## config.mk

```make
export PLATFORM = sky130hd
export DESIGN_NAME = thermistor_table_interpolator_core
export DESIGN_NICKNAME = d
export VERILOG_FILES = /design/src/rtl/tti_pkg.sv /design/src/rtl/thermistor_table_interpolator_core.sv /design/src/rtl/tti_ram.sv /design/src/rtl/tti_divider.sv
export SDC_FILE = /design/constraint.sdc
export NUM_CORES = 2
export LEC_CHECK = 0
export BUFFER_PORTS_ARGS = -buffer_cell sky130_fd_sc_hd__buf_2
export CELL_PAD_IN_SITES_DETAIL_PLACEMENT = 0
export CELL_PAD_IN_SITES_GLOBAL_PLACEMENT = 2
export CORE_UTILIZATION = 44
export CTS_BUF_LIST = sky130_fd_sc_hd__clkbuf_16
export CTS_CLUSTER_DIAMETER = 60
export CTS_CLUSTER_SIZE = 30
export DETAILED_ROUTE_END_ITERATION = 6
export PLACE_DENSITY = 0.88
export SLEW_MARGIN = 10
export SYNTH_ARGS = -nofsm -noshare
export SYNTH_HDL_FRONTEND = slang
export SYNTH_HIERARCHICAL = 1
export SYNTH_SLANG_ARGS = --single-unit
```

## constraint.sdc

```tcl
create_clock -name clk -period 6.7 [get_ports clk]
set_input_delay 0.335 -clock clk [delete_from_list [all_inputs] [get_ports clk]]
set_output_delay 0.335 -clock clk [all_outputs]
set_load 0.1 [all_outputs]
```

## src/rtl/tti_pkg.sv

```systemverilog
// ----------------------------------------------------------------------------
// tti_pkg
// shared widths, constants and handshake structs of the thermistor table
// interpolator
// ----------------------------------------------------------------------------
package tti_pkg;

    localparam int TABLE_ENTRIES = 64;
    localparam int IDX_W         = $clog2(TABLE_ENTRIES);

    localparam int COUNT_W       = 14;
    localparam int TEMP_W        = 14;
    localparam int ENTRY_W       = COUNT_W + TEMP_W;

    localparam int NUM_W         = 28;
    localparam int DEN_W         = 14;
    localparam int DIV_CNT_W     = $clog2(NUM_W + 1);

    localparam logic signed [TEMP_W-1:0] LOW_LIMIT_TEMP = TEMP_W'(-800);
    localparam logic signed [TEMP_W-1:0] TEMP_MIN       = TEMP_W'(-8192);
    localparam logic signed [TEMP_W-1:0] TEMP_MAX       = TEMP_W'(8191);

    localparam logic OP_WRITE   = 1'b0;
    localparam logic OP_CONVERT = 1'b1;

    typedef struct packed {
        logic             start;
        logic [NUM_W-1:0] dividend;
        logic [DEN_W-1:0] divisor;
    } div_req_t;

    typedef struct packed {
        logic             done;
        logic [NUM_W-1:0] quotient;
    } div_rsp_t;

endpackage

```

## src/rtl/thermistor_table_interpolator_core.sv

```systemverilog
// ----------------------------------------------------------------------------
// thermistor_table_interpolator_core
// raw adc count to temperature by linear interpolation over a loaded table
//
// channel   direction  tdata                                        tuser
// s_axis    in         entry_index, entry_count, entry_temp,        op
//                      raw_count
// m_axis    out        temperature                                  out_of_range
//
// a table write gives no word
// a conversion makes one ram read per entry in the walk until an entry
// matches, then, unless the two bracketing entries have equal counts, a
// 28-step serial divide; a walk with no match at all ends at the last entry
// reset clears only control state; the table is undefined until written
// input is accepted only when the sequencer is idle; a finished word waits
// in the output register while the next input word is taken
// ----------------------------------------------------------------------------
module thermistor_table_interpolator_core
    import tti_pkg::*;
(
    input  logic        clk,
    input  logic        rst_n,
    input  logic        s_axis_tvalid,
    output logic        s_axis_tready,
    // entry_index, entry_count, entry_temp, raw_count
    input  logic [47:0] s_axis_tdata,
    // op
    input  logic        s_axis_tuser,
    output logic        m_axis_tvalid,
    input  logic        m_axis_tready,
    // temperature, zero fill
    output logic [15:0] m_axis_tdata,
    // out_of_range
    output logic        m_axis_tuser
);

    typedef enum logic [6:0] {
        ST_IDLE  = 7'b0000001,
        ST_PRIME = 7'b0000010,
        ST_WALK  = 7'b0000100,
        ST_MUL   = 7'b0001000,
        ST_SIGN  = 7'b0010000,
        ST_DIV   = 7'b0100000,
        ST_OUT   = 7'b1000000
    } state_t;

    state_t state_reg;
    state_t state_next;

    logic [5:0]                in_index;
    logic [COUNT_W-1:0]        in_count;
    logic [TEMP_W-1:0]         in_temp;
    logic [COUNT_W-1:0]        in_raw;
    logic                      in_op;
    logic                      s_fire;

    logic                      wr_en;
    logic [IDX_W-1:0]          rd_addr;
    logic [ENTRY_W-1:0]        rd_data;
    logic [COUNT_W-1:0]        rd_count;
    logic signed [TEMP_W-1:0]  rd_temp;

    logic [COUNT_W-1:0]        raw_reg;
    logic [COUNT_W-1:0]        raw_next;
    logic [IDX_W-1:0]          idx_reg;
    logic [IDX_W-1:0]          idx_next;
    logic [COUNT_W-1:0]        prev_count_reg;
    logic [COUNT_W-1:0]        prev_count_next;
    logic signed [TEMP_W-1:0]  prev_temp_reg;
    logic signed [TEMP_W-1:0]  prev_temp_next;
    logic signed [COUNT_W:0]   dx_reg;
    logic signed [COUNT_W:0]   dx_next;
    logic signed [TEMP_W:0]    dt_reg;
    logic signed [TEMP_W:0]    dt_next;
    logic signed [COUNT_W:0]   den_reg;
    logic signed [COUNT_W:0]   den_next;
    logic signed [TEMP_W-1:0]  t0_reg;
    logic signed [TEMP_W-1:0]  t0_next;
    logic signed [29:0]        prod_reg;
    logic signed [29:0]        prod_next;
    logic                      neg_reg;
    logic                      neg_next;
    logic signed [TEMP_W-1:0]  res_temp_reg;
    logic signed [TEMP_W-1:0]  res_temp_next;
    logic                      res_oor_reg;
    logic                      res_oor_next;

    logic                      m_valid_reg;
    logic                      m_valid_next;
    logic [15:0]               m_data_reg;
    logic [15:0]               m_data_next;
    logic                      m_user_reg;
    logic                      m_user_next;

    logic                      out_free;
    logic                      match;
    logic [29:0]               prod_abs;
    logic [COUNT_W:0]          den_abs;
    logic signed [29:0]        q_signed;
    logic signed [29:0]        sum;
    logic                      sum_fits;
    logic signed [TEMP_W-1:0]  sum_sat;

    div_req_t                  div_req;
    div_rsp_t                  div_rsp;

    assign in_index = s_axis_tdata[5:0];
    assign in_count = s_axis_tdata[19:6];
    assign in_temp  = s_axis_tdata[33:20];
    assign in_raw   = s_axis_tdata[47:34];
    assign in_op    = s_axis_tuser;

    assign s_axis_tready = (state_reg == ST_IDLE);
    assign s_fire        = s_axis_tvalid && s_axis_tready;
    assign wr_en         = s_fire && (in_op == OP_WRITE) && (32'(in_index) < TABLE_ENTRIES);

    assign rd_count = rd_data[COUNT_W-1:0];
    assign rd_temp  = rd_data[ENTRY_W-1:COUNT_W];
    assign match    = raw_reg >= rd_count;

    always_comb
    begin
        case (state_reg)
            ST_PRIME: rd_addr = idx_reg;
            ST_WALK:  rd_addr = idx_reg + 1'b1;
            default:  rd_addr = '0;
        endcase
    end

    tti_ram #(
        .WIDTH(ENTRY_W),
        .DEPTH(TABLE_ENTRIES)
    ) u_table (
        .clk     (clk),
        .wr_en   (wr_en),
        .wr_addr (IDX_W'(in_index)),
        .wr_data ({in_temp, in_count}),
        .rd_addr (rd_addr),
        .rd_data (rd_data)
    );

    assign prod_abs = prod_reg[29] ? 30'(-prod_reg) : prod_reg;
    assign den_abs  = den_reg[COUNT_W] ? (COUNT_W+1)'(-den_reg) : den_reg;

    assign div_req.start    = (state_reg == ST_SIGN);
    assign div_req.dividend = prod_abs[NUM_W-1:0];
    assign div_req.divisor  = den_abs[DEN_W-1:0];

    tti_divider u_div (
        .clk   (clk),
        .rst_n (rst_n),
        .req   (div_req),
        .rsp   (div_rsp)
    );

    assign q_signed = neg_reg ? -$signed({2'b00, div_rsp.quotient})
                              :  $signed({2'b00, div_rsp.quotient});
    assign sum      = $signed({{(30-TEMP_W){t0_reg[TEMP_W-1]}}, t0_reg}) + q_signed;
    assign sum_fits = (sum[29:TEMP_W-1] == '0) || (sum[29:TEMP_W-1] == '1);
    assign sum_sat  = sum_fits ? sum[TEMP_W-1:0] : (sum[29] ? TEMP_MIN : TEMP_MAX);

    assign out_free = !m_valid_reg || m_axis_tready;

    always_comb
    begin
        state_next      = state_reg;
        raw_next        = raw_reg;
        idx_next        = idx_reg;
        prev_count_next = prev_count_reg;
        prev_temp_next  = prev_temp_reg;
        dx_next         = dx_reg;
        dt_next         = dt_reg;
        den_next        = den_reg;
        t0_next         = t0_reg;
        prod_next       = prod_reg;
        neg_next        = neg_reg;
        res_temp_next   = res_temp_reg;
        res_oor_next    = res_oor_reg;
        m_valid_next    = m_valid_reg && !m_axis_tready;
        m_data_next     = m_data_reg;
        m_user_next     = m_user_reg;
        case (state_reg)
            ST_IDLE:
            begin
                if (s_fire && (in_op == OP_CONVERT))
                begin
                    raw_next   = in_raw;
                    idx_next   = IDX_W'(1);
                    state_next = ST_PRIME;
                end
            end
            ST_PRIME:
            begin
                prev_count_next = rd_count;
                prev_temp_next  = rd_temp;
                state_next      = ST_WALK;
            end
            ST_WALK:
            begin
                if (match)
                begin
                    dx_next    = $signed({1'b0, raw_reg}) - $signed({1'b0, prev_count_reg});
                    dt_next    = $signed({rd_temp[TEMP_W-1], rd_temp})
                               - $signed({prev_temp_reg[TEMP_W-1], prev_temp_reg});
                    den_next   = $signed({1'b0, rd_count}) - $signed({1'b0, prev_count_reg});
                    t0_next    = prev_temp_reg;
                    state_next = ST_MUL;
                end
                else if (idx_reg == IDX_W'(TABLE_ENTRIES - 1))
                begin
                    res_temp_next = LOW_LIMIT_TEMP;
                    res_oor_next  = 1'b1;
                    state_next    = ST_OUT;
                end
                else
                begin
                    prev_count_next = rd_count;
                    prev_temp_next  = rd_temp;
                    idx_next        = idx_reg + 1'b1;
                end
            end
            ST_MUL:
            begin
                prod_next = dx_reg * dt_reg;
                if (den_reg == '0)
                begin
                    res_temp_next = t0_reg;
                    res_oor_next  = 1'b0;
                    state_next    = ST_OUT;
                end
                else
                begin
                    state_next = ST_SIGN;
                end
            end
            ST_SIGN:
            begin
                neg_next   = prod_reg[29] ^ den_reg[COUNT_W];
                state_next = ST_DIV;
            end
            ST_DIV:
            begin
                if (div_rsp.done)
                begin
                    res_temp_next = sum_sat;
                    res_oor_next  = 1'b0;
                    state_next    = ST_OUT;
                end
            end
            ST_OUT:
            begin
                if (out_free)
                begin
                    m_valid_next = 1'b1;
                    m_data_next  = {2'b00, res_temp_reg};
                    m_user_next  = res_oor_reg;
                    state_next   = ST_IDLE;
                end
            end
            default:
            begin
                state_next = ST_IDLE;
            end
        endcase
    end

    always_ff @(posedge clk or negedge rst_n)
    begin
        if (!rst_n)
        begin
            state_reg   <= ST_IDLE;
            m_valid_reg <= 1'b0;
        end
        else
        begin
            state_reg   <= state_next;
            m_valid_reg <= m_valid_next;
        end
    end

    always_ff @(posedge clk)
    begin
        raw_reg        <= raw_next;
        idx_reg        <= idx_next;
        prev_count_reg <= prev_count_next;
        prev_temp_reg  <= prev_temp_next;
        dx_reg         <= dx_next;
        dt_reg         <= dt_next;
        den_reg        <= den_next;
        t0_reg         <= t0_next;
        prod_reg       <= prod_next;
        neg_reg        <= neg_next;
        res_temp_reg   <= res_temp_next;
        res_oor_reg    <= res_oor_next;
        m_data_reg     <= m_data_next;
        m_user_reg     <= m_user_next;
    end

    assign m_axis_tvalid = m_valid_reg;
    assign m_axis_tdata  = m_data_reg;
    assign m_axis_tuser  = m_user_reg;

endmodule

```

## src/rtl/tti_ram.sv

```systemverilog
// ----------------------------------------------------------------------------
// tti_ram
// generic single write port ram with one registered read port
// ----------------------------------------------------------------------------
module tti_ram #(
    parameter int WIDTH = 8,
    parameter int DEPTH = 16
) (
    input  logic                     clk,
    input  logic                     wr_en,
    input  logic [$clog2(DEPTH)-1:0] wr_addr,
    input  logic [WIDTH-1:0]         wr_data,
    input  logic [$clog2(DEPTH)-1:0] rd_addr,
    output logic [WIDTH-1:0]         rd_data
);

    logic [WIDTH-1:0] mem [DEPTH];
    logic [WIDTH-1:0] rd_data_reg;

    always_ff @(posedge clk)
    begin
        if (wr_en)
        begin
            mem[wr_addr] <= wr_data;
        end
        rd_data_reg <= mem[rd_addr];
    end

    assign rd_data = rd_data_reg;

endmodule

```

## src/rtl/tti_divider.sv

```systemverilog
// ----------------------------------------------------------------------------
// tti_divider
// unsigned restoring divider, one quotient bit per cycle
// ----------------------------------------------------------------------------
module tti_divider
    import tti_pkg::*;
(
    input  logic     clk,
    input  logic     rst_n,
    input  div_req_t req,
    output div_rsp_t rsp
);

    logic [DIV_CNT_W-1:0] cnt_reg;
    logic [DIV_CNT_W-1:0] cnt_next;
    logic                 done_reg;
    logic                 done_next;
    logic [DEN_W-1:0]     rem_reg;
    logic [DEN_W-1:0]     rem_next;
    logic [NUM_W-1:0]     quo_reg;
    logic [NUM_W-1:0]     quo_next;
    logic [DEN_W-1:0]     divisor_reg;
    logic [DEN_W-1:0]     divisor_next;

    logic [DEN_W:0]       partial;
    logic [DEN_W:0]       diff;
    logic                 ge;

    assign partial = {rem_reg, quo_reg[NUM_W-1]};
    assign ge      = partial >= {1'b0, divisor_reg};
    assign diff    = partial - {1'b0, divisor_reg};

    always_comb
    begin
        cnt_next     = cnt_reg;
        done_next    = 1'b0;
        rem_next     = rem_reg;
        quo_next     = quo_reg;
        divisor_next = divisor_reg;
        if (req.start)
        begin
            cnt_next     = DIV_CNT_W'(NUM_W);
            rem_next     = '0;
            quo_next     = req.dividend;
            divisor_next = req.divisor;
        end
        else if (cnt_reg != '0)
        begin
            cnt_next  = cnt_reg - 1'b1;
            done_next = (cnt_reg == DIV_CNT_W'(1));
            rem_next  = ge ? diff[DEN_W-1:0] : partial[DEN_W-1:0];
            quo_next  = {quo_reg[NUM_W-2:0], ge};
        end
    end

    always_ff @(posedge clk or negedge rst_n)
    begin
        if (!rst_n)
        begin
            cnt_reg  <= '0;
            done_reg <= 1'b0;
        end
        else
        begin
            cnt_reg  <= cnt_next;
            done_reg <= done_next;
        end
    end

    always_ff @(posedge clk)
    begin
        rem_reg     <= rem_next;
        quo_reg     <= quo_next;
        divisor_reg <= divisor_next;
    end

    assign rsp.done     = done_reg;
    assign rsp.quotient = quo_reg;

endmodule
```

==> summary.txt <==
Status
  – Status: completed

Die
  – Die W: 460 um
  – Core area: 0.208 mm^2
  – Initial Util: 0.444
  – Row count: 167
  – Vert. Die Dim: 460 um
  – Die area: 0.212 mm^2
  – I/O pin count: 72

Setup path
  – CP arrival: 6950 ps
  – Crit Path Max Fanout: 14
  – Critical Path Source Type: register
  – Crit Path Class: reg2reg
  – R2r setup slk: 220 ps
  – CP endpoint kind: register
  – Worst endpoint required time: 7170 ps

Synth
  – Ys flop type: edfxtp_1
  – FF+latch count, synth: 2057
  – Avg Inst Size Synth: 17.1 um^2
  – Most frequent cells after synthesis: 2001 x edfxtp_1, 379 x inv_1, 368 x mux4_2, 227 x fa_1, 214 x nand2_1
  – Leading area contributor after synthesis: edfxtp_1
  – Sequential share of the synthesized area: 0.663
  – FFs w/ async S/R, synth: 0.00681
  – Top-count cell post-synth: edfxtp_1
  – EDFF count, synth: 2001
  – Synthesis Warnings: 6
  – Top cell type's share of synthesized area: 0.651
  – Post-synth cell types: 99
  – Synthesized cell area: 0.0924 mm^2
  – Gate Count Post-Synth: 5404
  – Top cells by area, synth: edfxtp_1 65%, mux4_2 9.0%, fa_1 4.9%, ha_1 2.6%, mux2_2 1.7%

Cells and area
  – Finished Layout Cells: 8485
  – Layout cells sized above 1: 0.206
  – Largest register FFs: 1792
  – Fillers: 16900
  – Design area: 0.102 mm^2
  – Nets: 6059
  – Layout area overhead: 10.4%

Clock tree
  – CTS root buffer: clkbuf_16
  – CTS tree: done
  – Sink Count: 2057
  – Total CTS buffers: 121
  – H-tree depth: 3
  – Clk Latency, worst-skew pair: 860 ps
  – Clock transition at the registers of the reported paths: 100 ps
  – CTS max path bufs: 3

Global routing
  – Initial antenna violation count: 16
  – Number of global-route vias before repair: 49300
  – GRT Overall Usage: 0.212
  – Global-route wire length before repair: 330000 um
  – Gr ovfl total: 0
  – Largest net degree at the start of global routing: 103

STA
  – Clock skew after layout: 101 ps
  – Final worst-path setup slack: 221 ps
  – Normalized max-slew margin: 0.155
  – Max Transition Viols Final: 0
  – Tmin final: 6480 ps
  – Final setup viols: 0
  – Slew @ Worst Pin: 1260 ps
  – Hold Vio Cnt, Final: 0
  – Max Freq: 154 MHz
  – Period Utilization, post-route: 0.967

Detailed routing
  – Wire per inst: 26.3 um
  – Drc violations: 0
  – First-pass detailed-route iteration total: 6
  – DR vias: 49100
  – DRT Wirelength: 223000 um
  – Via density: 5.78
  – Antenna Violating Nets Remaining: 0
  – DRC marker count from the first detailed-route iteration: 5447

Placed design
  – Worst slack, placed: 102 ps
  – Placed Area: 0.0969 mm^2
  – RePlAce Congestion: 0.861
  – Post-DP HPWL: 142000 um
  – Inst Count DP: 8222
  – Port bufs: 69

Power and ir drop
  – P_leak: 0.0338 uW
  – Peak supply drop: 272 uV
  – Power density cells: 257 mW/mm^2

Job
  – Max-cap violations: 0

Min path
  – Worst hold path class: in2reg
[final timing paths]
| path | startpoint | end | depth (start not counted) |
|---|---|---|---|
| setup / recovery | dx_reg[5] | prod_reg[29] | 23 |
| hold / removal | s_axis_tdata[29] | u_table/mem[21][23] | 1 |
| setup reg to reg | dx_reg[5] | prod_reg[29] | 23 |
| hold reg to reg | res_temp_reg[5] | m_axis_tdata[5] | 0 |
| max in group asynchronous | rst_n | state_reg[1] | 4 |
| min in group asynchronous | rst_n | state_reg[4] | 3 |
[worst max-delay path, cell delays in order (launching register included)]
cell and delay [ps]:
edfxtp_1 430, buf_6 180, and2_1 180, fa_1 500, inv_1 60, fa_1 520, fa_1 540, inv_1 50
ha_1 310, fa_1 530, inv_1 50, fa_1 530, inv_1 40, ha_1 300, o21a_1 200, o211ai_1 260
nor4_2 80, o31a_1 380, a311o_1 340, a31o_4 250, nor3_4 130, o21bai_1 100, a21oi_1 150, xnor2_1 80
[repair_timing]
item,CTS,global route
endpoints found under the setup margin,0,3
buffers inserted,0,11
endpoints found under the hold margin,60,0
hold buffers,22,0
resized for setup,0,20
[where the power goes]
part,switching [uW],internal (uW)
combinational,1710,1130
sequential,210,14300
clock,4880,3950
[cell type report]
cell class / instances / area, um^2 / area share
sequential: 2057 / 61300 / 0.601
clock buffer: 122 / 3050 / 0.0299
tap: 2788 / 3490 / 0.0342
inverter: 380 / 1430 / 0.0140
timing repair buffer: 307 / 2280 / 0.0223
clock inverter: 107 / 1610 / 0.0158
multi-input combinational: 2723 / 28900 / 0.283
antenna: 1 / 2.50 / 0.0000245
[metal layers]
metal  global-route usage  share of wire
met5                    0        0.00051
met4               0.0592          0.029
met3               0.0310          0.076
met2                0.352           0.49
met1                0.292           0.41
[metrics by stage]
stage                      util  total power [uW]  TNS [ps]  hold slack (ps)
final                     0.491             26200         0             77.0
after global routing      0.491             27100     -8.43             67.5
after CTS                 0.490             26400         0             18.7
after detailed placement  0.466             17700         0              308
after global placement    0.466             17600         0              300
after floorplan               -             16700         0             39.4
[cell families (layout without fill, tap and decap cells)]
group / after synthesis / in the layout / synth area share
flip-flops: 2057 / 2057 / 0.663
AND/OR/NAND/NOR: 844 / 844 / 0.0457
AO/OA/AOI/OAI: 686 / 686 / 0.0534
multiplexers: 631 / 631 / 0.120
buffers and inverters: 625 / 916 / 0.0287
adder cells (fa/ha/maj): 416 / 416 / 0.0748
XOR/XNOR: 144 / 144 / 0.0137
other: 1 / 3 / 0.0000406
[cell usage in the layout (no fill, tap or decap), types with 22 or more instances in the layout]
master	synthesis	final
xor2_1	25	25
nand2_1	214	212
and2_1	118	116
nor2_1	198	135
o22a_1	22	22
nand2b_1	28	28
nor2_4	0	29
a21oi_1	72	72
edfxtp_1	2001	2001
nor4_1	25	22
o31ai_1	25	25
nor3_1	72	69
inv_1	379	379
mux2_2	143	143
fa_1	227	225
o22ai_1	106	106
nor2_2	0	34
clkbuf_16	0	122
a211oi_1	33	32
buf_4	56	206
or3_1	23	23
o211ai_1	28	28
mux4_2	368	368
mux2i_1	119	119
a21o_1	54	50
dlygate4sd3_1	0	22
ha_1	189	186
a22oi_1	32	32
buf_2	47	69
nand3_1	34	34
dfxtp_1	42	42
nor2b_1	43	43
xnor2_1	119	119
o21ai_0	108	106
(Power assumes the default switching activity.)
